`config.mk`:
```
export PLATFORM = sky130hd
export DESIGN_NAME = telemetry_frame_encoder_unit
export DESIGN_NICKNAME = d
export VERILOG_FILES = /design/src/sv/tfe_pkg.sv /design/src/sv/telemetry_frame_encoder_unit.sv
export SDC_FILE = /design/constraint.sdc
export NUM_CORES = 1
export LEC_CHECK = 0
export BUFFER_PORTS_ARGS = -buffer_cell sky130_fd_sc_hd__buf_2
export CAP_MARGIN = 10
export CORE_MARGIN = 3
export CORE_UTILIZATION = 39
export CTS_BUF_LIST = sky130_fd_sc_hd__clkbuf_8
export DETAILED_ROUTE_END_ITERATION = 10
export PLACE_DENSITY = 0.63
export SETUP_SLACK_MARGIN = 0.4
export SLEW_MARGIN = 20
export SYNTH_ARGS = -nofsm -noshare
export SYNTH_HDL_FRONTEND = slang
export SYNTH_SLANG_ARGS = --single-unit
```
`constraint.sdc`:
```
create_clock -name clock -period 4.35 [get_ports clock]
set_clock_uncertainty 0.15 [all_clocks]
set_input_delay 1.0875 -clock clock [delete_from_list [all_inputs] [get_ports clock]]
set_output_delay 1.0875 -clock clock [all_outputs]
set_load 0.05 [all_outputs]
```
`src/sv/tfe_pkg.sv`:
```
package tfe_pkg;

   localparam logic [7:0] START_MARK       = 8'h7E;
   localparam logic [7:0] ESC_MARK         = 8'h7D;
   localparam logic [7:0] ESC_XOR          = 8'h20;
   localparam logic [7:0] EMPTY_FRAME_TYPE = 8'h00;
   localparam logic [7:0] RESET_FRAME_TYPE = 8'h10;
   localparam logic [7:0] ESC_START_BYTE   = 8'h5E;
   localparam logic [7:0] ESC_ESC_BYTE     = 8'h5D;

   localparam int unsigned FRAME_BYTES = 8;
   localparam int unsigned IDX_W       = $clog2(FRAME_BYTES);

   typedef enum logic [1:0] {
      ACT_HEADER = 2'd0,
      ACT_DATA   = 2'd1,
      ACT_EMPTY  = 2'd2,
      ACT_NONE   = 2'd3
   } action_type;

   typedef enum logic [2:0] {
      ST_IDLE,
      ST_MARK,
      ST_SENSOR,
      ST_FRAME,
      ST_ESC
   } state_type;

endpackage

```
`src/sv/telemetry_frame_encoder_unit.sv`:
```
// Telemetry frame encoder.
// req_ channel: one command word (header, data frame or empty frame).
// rsp_ channel: the wire bytes, one per word, tlast on the final byte.
// csr_ channel: frame type byte used by data frames; write only while idle.
// A header gives 2 words; a frame gives 8 bytes plus one extra word per
// byte that needs escaping, so 8 to 16 words. An unused action code is
// accepted and gives no word.
// A small sequencer walks the eight frame bytes through one shared
// end-around-carry adder and one escape compare, one word per cycle.
// After acceptance the sequencer leaves idle and then loads the first word
// into the output register; req_tready returns on the same edge that loads
// the last word into the output register.
// When rsp_tready is low the output register holds its word and the
// sequencer waits; nothing is dropped.
// Reset clears the sequencer and output valid, and sets the frame type
// to 0x10.
module telemetry_frame_encoder_unit (
   input  logic        clock,
   input  logic        reset,
   input  logic        req_tvalid,
   output logic        req_tready,
   input  logic [55:0] req_tdata,  // sensor_id[7:0], data_type_id[23:8], value[55:24]
   input  logic [1:0]  req_tuser,  // action[1:0]
   output logic        rsp_tvalid,
   input  logic        rsp_tready,
   output logic [7:0]  rsp_tdata,  // tx_byte[7:0]
   output logic        rsp_tlast,
   input  logic        csr_valid,
   output logic        csr_ready,
   input  logic [7:0]  csr_data
);

   tfe_pkg::state_type state_ff, state_in;
   logic [tfe_pkg::IDX_W-1:0] idx_ff, idx_in;
   logic [7:0]  sum_ff, sum_in;
   logic [55:0] shift_ff, shift_in;
   logic [7:0]  id_ff, id_in;
   logic [7:0]  pend_ff, pend_in;
   logic        pend_last_ff, pend_last_in;
   logic [7:0]  frame_type_ff;
   logic        out_valid_ff, out_valid_in;
   logic [7:0]  out_data_ff, out_data_in;
   logic        out_last_ff, out_last_in;

   logic        out_free;
   logic        req_fire;
   logic        is_cksum;
   logic [7:0]  cur_byte;
   logic        need_esc;
   logic [8:0]  add_sum;
   tfe_pkg::action_type act;

   assign req_tready = (state_ff == tfe_pkg::ST_IDLE);
   assign req_fire   = req_tvalid && req_tready;
   assign csr_ready  = 1'b1;
   assign rsp_tvalid = out_valid_ff;
   assign rsp_tdata  = out_data_ff;
   assign rsp_tlast  = out_last_ff;
   assign out_free   = !out_valid_ff || rsp_tready;
   assign act        = tfe_pkg::action_type'(req_tuser);

   assign is_cksum = (idx_ff == tfe_pkg::IDX_W'(tfe_pkg::FRAME_BYTES - 1));
   assign cur_byte = is_cksum ? ~sum_ff : shift_ff[7:0];
   assign need_esc = (cur_byte == tfe_pkg::START_MARK) || (cur_byte == tfe_pkg::ESC_MARK);
   assign add_sum  = {1'b0, sum_ff} + {1'b0, cur_byte};

   always_ff @(posedge clock) begin
      if (reset) begin
         state_ff      <= tfe_pkg::ST_IDLE;
         idx_ff        <= '0;
         sum_ff        <= '0;
         out_valid_ff  <= 1'b0;
         frame_type_ff <= tfe_pkg::RESET_FRAME_TYPE;
      end else begin
         state_ff     <= state_in;
         idx_ff       <= idx_in;
         sum_ff       <= sum_in;
         out_valid_ff <= out_valid_in;
         if (csr_valid && csr_ready) begin
            frame_type_ff <= csr_data;
         end
      end
   end

   always_ff @(posedge clock) begin
      shift_ff     <= shift_in;
      id_ff        <= id_in;
      pend_ff      <= pend_in;
      pend_last_ff <= pend_last_in;
      out_data_ff  <= out_data_in;
      out_last_ff  <= out_last_in;
   end

   always_comb begin
      state_in     = state_ff;
      idx_in       = idx_ff;
      sum_in       = sum_ff;
      shift_in     = shift_ff;
      id_in        = id_ff;
      pend_in      = pend_ff;
      pend_last_in = pend_last_ff;
      out_valid_in = out_valid_ff && !rsp_tready;
      out_data_in  = out_data_ff;
      out_last_in  = out_last_ff;

      unique case (state_ff)
         tfe_pkg::ST_IDLE: begin
            if (req_fire) begin
               id_in  = req_tdata[7:0];
               idx_in = '0;
               unique case (act)
                  tfe_pkg::ACT_HEADER: state_in = tfe_pkg::ST_MARK;
                  tfe_pkg::ACT_DATA: begin
                     shift_in = {req_tdata[55:24], req_tdata[23:8], frame_type_ff};
                     state_in = tfe_pkg::ST_FRAME;
                  end
                  tfe_pkg::ACT_EMPTY: begin
                     shift_in = {32'h0, req_tdata[23:8], tfe_pkg::EMPTY_FRAME_TYPE};
                     state_in = tfe_pkg::ST_FRAME;
                  end
                  default: state_in = tfe_pkg::ST_IDLE;
               endcase
            end
         end
         tfe_pkg::ST_MARK: begin
            if (out_free) begin
               out_valid_in = 1'b1;
               out_data_in  = tfe_pkg::START_MARK;
               out_last_in  = 1'b0;
               state_in     = tfe_pkg::ST_SENSOR;
            end
         end
         tfe_pkg::ST_SENSOR: begin
            if (out_free) begin
               out_valid_in = 1'b1;
               out_data_in  = id_ff;
               out_last_in  = 1'b1;
               state_in     = tfe_pkg::ST_IDLE;
            end
         end
         tfe_pkg::ST_FRAME: begin
            if (out_free) begin
               out_valid_in = 1'b1;
               shift_in     = {8'h00, shift_ff[55:8]};
               idx_in       = idx_ff + 1'b1;
               sum_in       = is_cksum ? 8'h00 : (add_sum[7:0] + {7'b0, add_sum[8]});
               if (need_esc) begin
                  out_data_in  = tfe_pkg::ESC_MARK;
                  out_last_in  = 1'b0;
                  pend_in      = cur_byte ^ tfe_pkg::ESC_XOR;
                  pend_last_in = is_cksum;
                  state_in     = tfe_pkg::ST_ESC;
               end else begin
                  out_data_in = cur_byte;
                  out_last_in = is_cksum;
                  state_in    = is_cksum ? tfe_pkg::ST_IDLE : tfe_pkg::ST_FRAME;
               end
            end
         end
         tfe_pkg::ST_ESC: begin
            if (out_free) begin
               out_valid_in = 1'b1;
               out_data_in  = pend_ff;
               out_last_in  = pend_last_ff;
               state_in     = pend_last_ff ? tfe_pkg::ST_IDLE : tfe_pkg::ST_FRAME;
            end
         end
         default: state_in = tfe_pkg::ST_IDLE;
      endcase
   end

   a_sum_clear_idle: assert property (@(posedge clock) disable iff (reset)
      (state_ff == tfe_pkg::ST_IDLE) |-> (sum_ff == 8'h00))
      else $error("checksum not cleared between commands");

   a_esc_pair: assert property (@(posedge clock) disable iff (reset)
      (state_ff == tfe_pkg::ST_ESC && out_valid_ff) |-> (out_data_ff == tfe_pkg::ESC_MARK))
      else $error("escape pair second half without escape mark");

   a_esc_value: assert property (@(posedge clock) disable iff (reset)
      (state_ff == tfe_pkg::ST_ESC) |->
         (pend_ff == tfe_pkg::ESC_START_BYTE || pend_ff == tfe_pkg::ESC_ESC_BYTE))
      else $error("bad escaped byte");

   a_esc_not_last: assert property (@(posedge clock) disable iff (reset)
      (out_valid_ff && out_last_ff) |->
         (state_ff != tfe_pkg::ST_SENSOR && state_ff != tfe_pkg::ST_ESC))
      else $error("last word held in mid command");

endmodule
```
==> results of run 1 <==
critical path: cells and delay by family, from the launching register on:
family,cells,cell delay (ns)
XOR/XNOR,1,0.17
buffers and inverters,2,0.15
AO/OA/AOI/OAI,5,0.63
flip-flops,1,0.34
AND/OR/NAND/NOR,5,0.86
adder cells (fa/ha/maj),6,1.33
through the flow:
step                setup slack (ns)  total power [mW]  instance area (um2)
floorplan                      0.493              1.44                 5170
global placement               0.523              1.53                 5740
detailed placement             0.336              1.54                 5740
CTS                            0.422              2.14                 5940
global route                   0.423              2.23                 5960
finish                         0.623              2.13                 5960
cells by family after synthesis:
| kind of cell | Yosys count |
|---|---|
| flops | 105 |
| compound gates | 72 |
| mux | 8 |
| xor+xnor | 11 |
| fa+ha+maj | 18 |
| buf+inv | 38 |
| simple gates | 249 |
| other cells | 1 |
power groups by stage:
stage,combinational [mW],sequential (mW),clock [mW]
3_3_place_gp,0.308,1.23,0
4_1_cts,0.315,1.20,0.625
2_1_floorplan,0.195,1.25,0
3_5_place_dp,0.313,1.23,0
5_1_grt,0.350,1.21,0.666
6_report,0.315,1.20,0.610
worst max-delay path by stage:
stage | cells past startpoint | slack [ns] | to | start
2_1_floorplan | 4 | 0.49 | shift_ff[0] | req_tvalid
5_1_grt | 19 | 0.42 | sum_ff[6] | idx_ff[0]
3_5_place_dp | 17 | 0.34 | sum_ff[7] | idx_ff[0]
3_3_place_gp | 18 | 0.52 | sum_ff[6] | idx_ff[0]
4_1_cts | 18 | 0.42 | sum_ff[6] | idx_ff[0]
6_report | 19 | 0.62 | sum_ff[6] | idx_ff[0]
sequential cells by signal, summed over array words and instances, names as in the netlist:
| signal | count |
|---|---|
| shift_ff | 56 |
| frame_type_ff | 8 |
| id_ff | 8 |
| pend_ff | 8 |
| rsp_tdata | 8 |
| sum_ff | 8 |
| idx_ff | 3 |
| state_ff | 3 |
| pend_last_ff | 1 |
| rsp_tlast | 1 |
| rsp_tvalid | 1 |
repair_timing:
| action | 4_1_cts | 5_1_grt |
|---|---|---|
| resized for setup | 2 | 8 |
| endpoints found under the setup margin | 3 | 4 |
| hold buffers | 0 | 0 |
| buffers inserted | 0 | 0 |
routing by layer:
metal | track usage [%] | vias up | routed length, um
li1 | - | 1917 | -
met1 | 19.4 | 1815 | 5000
met2 | 27.4 | 115 | 5560
met3 | 4.62 | 14 | 676
met4 | 5.53 | 2 | 161
met5 | 0 | - | 18
cell type report:
cell class	instances	area [um2]
timing repair buffer	88	458
sequential	105	2920
clock buffer	9	124
fill	1195	6810
tap	172	215
antenna	1	2.50
multi-input combinational	359	2130
clock inverter	7	70.1
inverter	11	41.3
placed cells by master, fill, tap and decap left out, types with 3 or more instances in the layout:
cell type and n:
nand2_1 137, edfxtp_1 82, buf_2 81, nand3b_1 33, nor2_1 28, dfxtp_1 23
ha_1 17, a21oi_1 14, o21ai_0 13, inv_1 12, and2_1 11, o22a_1 10
clkbuf_8 9, mux2i_1 8, buf_4 7, a22oi_1 6, xnor2_1 6, nor3_1 6
nor2b_1 5, xor2_1 5, nand4_1 4, nor4_1 3, o31ai_1 3, o21ai_1 3
nand3_1 3, and3_1 3, nand2b_1 3, a211oi_1 3
==> flow_summary.toml, run 1 <==
[placed_design]
dp_cells = 735
portBuffers = 81
dp_hpwl_um = 7950
routabilityCongestion = 0.916

[routing]
first_pass_iters = 4
vias = 3863
drc = 0
antenna_left = 0
wl_um = 11400
drt_iter0_drc = 253
wl_per_cell_um = 15.2
via_per_inst = 5.14

[flow_run]
drv_cap = 0

[setup_path]
path_cells = "ha_1, ha_1, inv_2, nand2_1, o21ai_2, ha_1, inv_1, fa_2, nand2b_2, a21o_1, o21ai_2, o21ai_0, nand2b_1, ha_1, ha_1, nor4b_4, nor3b_2, xor2_1, o21ai_1"
cp_max_fo = 5
cp_common_cell = "ha_1"
crit_slowest_cell = "fa_2"
required_ns = 4.47
setup.worst_path.start_class = "register"
worstPathArrival_ns = 3.85
slowest_delay_ns = 0.35
rr_startpoint = "idx_ff[0]"
worst_r2r_endpoint = "sum_ff[6]"
rr_worst_depth = 19
critPathCaptureType = "register"
rrSetupSlack_ns = 0.62
critPathKind = "reg -> reg"

[global_route]
grt_start_max_net_pins = 57
first_global_vias = 3929
antenna_found_initial = 2
grt_usage_pct = 16.0
grt_pass1_wl_um = 18600
grt_overflow = 0

[sta]
holdWs_ns = 0.320
finalCritPeriodShare_pct = 85.7
max_slew_margin_pct = 39.4
worst_slew_pin_slew_ns = 0.898
rsz0062_at_grt = "no"
finalHoldViolations = 0
slew_viol_final = 0
setup_viol = 0
finalSetupTns_ns = 0
fmax_ghz = 0.268
finalCriticalPeriod_ns = 3.73

[synth]
yosys_warnings = 0
syn_nets = 591
synth_area_um2 = 5170
synth.avg_cell_area_um2 = 10.3
synth_common_cells = "139 x nand2_1, 82 x edfxtp_1, 33 x nand3b_1, 28 x nor2_1, 23 x dfxtp_1"
synth.top_cell.area_share_pct = 47.6
synth-edff-count = 82
synth-seq-cells = 105
synth_ff_type = "edfxtp_1"
synthTopCellsByArea = "edfxtp_1 48%, nand2_1 10%, dfxtp_1 8.9%, nand3b_1 4.8%, ha_1 4.1%"
yosysMostFrequentCell = "nand2_1"
synth_xor_area_share_pct = 1.86
synth_seq_area_share_pct = 56.5
synthMuxAreaShare_pct = 1.55
synth_simple_gate_area_share_pct = 22.9
synthArstFlopShare_pct = 0
synthDistinctLibCells = 52
synth_top_family_by_area = "simple AND/OR/NAND/NOR gates"
yosys.area_share.adder_pct = 4.50
syn_inst = 502
synth_top_area_cell = "edfxtp_1"
synth_compound_area_share_pct = 9.60

[hold_path]
hp-start = "idx_ff[2]"
hold_class = "reg -> reg"
worstHoldEndpoint = "idx_ff[2]"
holdPathStages = 2

[power_and_ir_drop]
p_seq_share_pct = 56.5
p_sw_uw = 578
pwr-share-clk_pct = 28.7
peakVddDrop_v = 0.000181
pwr-share-comb_pct = 14.8
p_leak_nw = 2.43
power-per-cell-area_nw_per_um2 = 357
internal_power_mw = 1.55
sw_frac_of_total_pct = 27.1

[clock_network]
cts-buffers-inserted = 9
h-tree-depth = 3
clock-sinks = 105
clockBufferDepth = 2
worstSkewPairLatency_ns = 0.38
root_buffer = "clkbuf_8"
clk_pin_slew_ns = 0.10
cts_tree = "done"

[floorplan]
start_util_pct = 40.5
die_x_um = 121
rows = 41
die_h_um = 121
core_um2 = 12800
io_pins = 83
fp.dieArea_um2 = 14700

[cells_and_area]
fin_nets = 663
fin_util_pct = 46.7
drive_gt1_share_pct = 19.7
area_delta_synth_final_pct = 15.3
fin_cells = 752

[status]
status = "completed"
No activity file was read; power rests on OpenSTA's default activity.
==> run 2, diff against run 1 <==
--- a/config.mk
+++ b/config.mk
@@ -7,7 +7,7 @@
 export LEC_CHECK = 0
 export BUFFER_PORTS_ARGS = -buffer_cell sky130_fd_sc_hd__buf_2
 export CAP_MARGIN = 10
-export CORE_MARGIN = 3
+export CORE_MARGIN = 10
 export CORE_UTILIZATION = 39
 export CTS_BUF_LIST = sky130_fd_sc_hd__clkbuf_8
 export DETAILED_ROUTE_END_ITERATION = 10
==> flow_summary.toml, run 2 (synthesis results as in run 1) <==
[status]
status = "completed"

[routing]
drc = 0
wl_um = 12100
antenna_left = 0
wl_per_cell_um = 15.9
vias = 3889
via_per_inst = 5.12
drt_iter0_drc = 298
first_pass_iters = 5

[hold_path]
hold_class = "reg -> reg"

[sta]
finalHoldViolations = 0
setup_viol = 0
finalCritPeriodShare_pct = 84.9
finalCriticalPeriod_ns = 3.69
worst_slew_pin_slew_ns = 0.970
holdWs_ns = 0.315
rsz0062_at_grt = "no"
finalSetupTns_ns = 0
fmax_ghz = 0.271
max_slew_margin_pct = 34.5
slew_viol_final = 0

[floorplan]
io_pins = 83
die_h_um = 135
start_util_pct = 39.4
fp.dieArea_um2 = 18300
core_um2 = 13100
die_x_um = 135
rows = 42

[global_route]
first_global_vias = 4042
grt_overflow = 0
grt_pass1_wl_um = 19500
antenna_found_initial = 2
grt_usage_pct = 13.2
grt_start_max_net_pins = 57

[cells_and_area]
drive_gt1_share_pct = 20.6
fin_nets = 667
fill_cells = 1297
largest-register = "shift_ff"
largest_reg_flops = 56
area_delta_synth_final_pct = 15.7
final_common_cell = "nand2_1"
layout_common_cells = "137 x nand2_1, 82 x edfxtp_1, 81 x buf_2"

[setup_path]
cp_max_fo = 9
worstPathArrival_ns = 3.78
critPathCaptureType = "register"
setup.worst_path.start_class = "register"
critPathKind = "reg -> reg"
required_ns = 4.44

[power_and_ir_drop]
p_leak_nw = 2.45
power-per-cell-area_nw_per_um2 = 343
peakVddDrop_v = 0.000223

[clock_network]
h-tree-depth = 3
clock-sinks = 105
cts-buffers-inserted = 9
clk_pin_slew_ns = 0.09
root_buffer = "clkbuf_8"
clockBufferDepth = 2
cts_tree = "done"
worstSkewPairLatency_ns = 0.37

[placed_design]
routabilityCongestion = 0.903
dp_hpwl_um = 8790
portBuffers = 81

[flow_run]
drv_cap = 0
## run 2: worst max-delay path, cell delays in order (launching register included)
cell      delay (ns)
dfxtp_2         0.35
ha_1            0.14
ha_1            0.17
inv_2           0.06
buf_4           0.15
o21ai_0         0.48
ha_1            0.43
and3_1          0.20
a21oi_1         0.15
o21ai_2         0.08
o21ai_0         0.17
nand2b_1        0.09
ha_1            0.22
ha_2            0.19
nor4b_4         0.13
xor2_1          0.19
a22oi_1         0.15
nor2_1          0.05
## run 2: layout make-up
class / instances / area, um2 / area share [%]
inverters: 11 / 41.3 / 0.690
repair buffers: 92 / 488 / 8.15
clock buffers: 9 / 124 / 2.07
flip-flops and latches: 105 / 2920 / 48.8
well taps: 176 / 220 / 3.68
diodes: 1 / 2.50 / 0.0418
clock inverters: 7 / 43.8 / 0.731
multi-input cells: 359 / 2140 / 35.8
## run 2: power by group
part	switching (mW)	total [mW]	internal [mW]	leakage, nW
Clock	0.327	0.533	0.206	0.100
Sequential	0.0314	1.20	1.17	0.942
Combinational	0.207	0.321	0.114	1.40
Total	0.565	2.06	1.49	2.45
## run 2: what timing repair did
action                     in CTS  in global routing
buffers inserted                0                  1
setup endpoints to repair       3                  6
cloned                          0                  0
resized for setup               1                 11
hold endpoints to repair        0                  0
hold buffers                    0                  0
pin swaps                       0                  1
## run 2: metrics by stage
| step | total power [mW] | cell area [um2] | utilization (%) | setup WS, ns | std cells |
|---|---|---|---|---|---|
| floorplan | 1.44 | 5170 | - | 0.493 | 502 |
| global placement | 1.54 | 5770 | 43.9 | 0.470 | 742 |
| detailed placement | 1.55 | 5770 | 43.9 | 0.332 | 742 |
| CTS | 2.08 | 5930 | 45.2 | 0.406 | 758 |
| global route | 2.16 | 5990 | 45.6 | 0.387 | 759 |
| finish | 2.06 | 5990 | 45.6 | 0.657 | 760 |
## run 2: final timing paths
check / cells past startpoint / slack, ns / start / end
setup / recovery: 17 / 0.66 / idx_ff[0] / sum_ff[4]
hold / removal: 2 / 0.32 / idx_ff[1] / idx_ff[1]
setup reg to reg: 17 / 0.66 / idx_ff[0] / sum_ff[4]
hold reg to reg: 2 / 0.32 / idx_ff[1] / idx_ff[1]
## run 2: per-layer routing
metal	global-route usage, %	share of wire [%]	up-vias
li1	-	-	1918
met4	3.05	1.4	2
met1	15.2	42	1845
met3	5.45	7.4	16
met2	22.4	49	108
met5	0	0.058	-
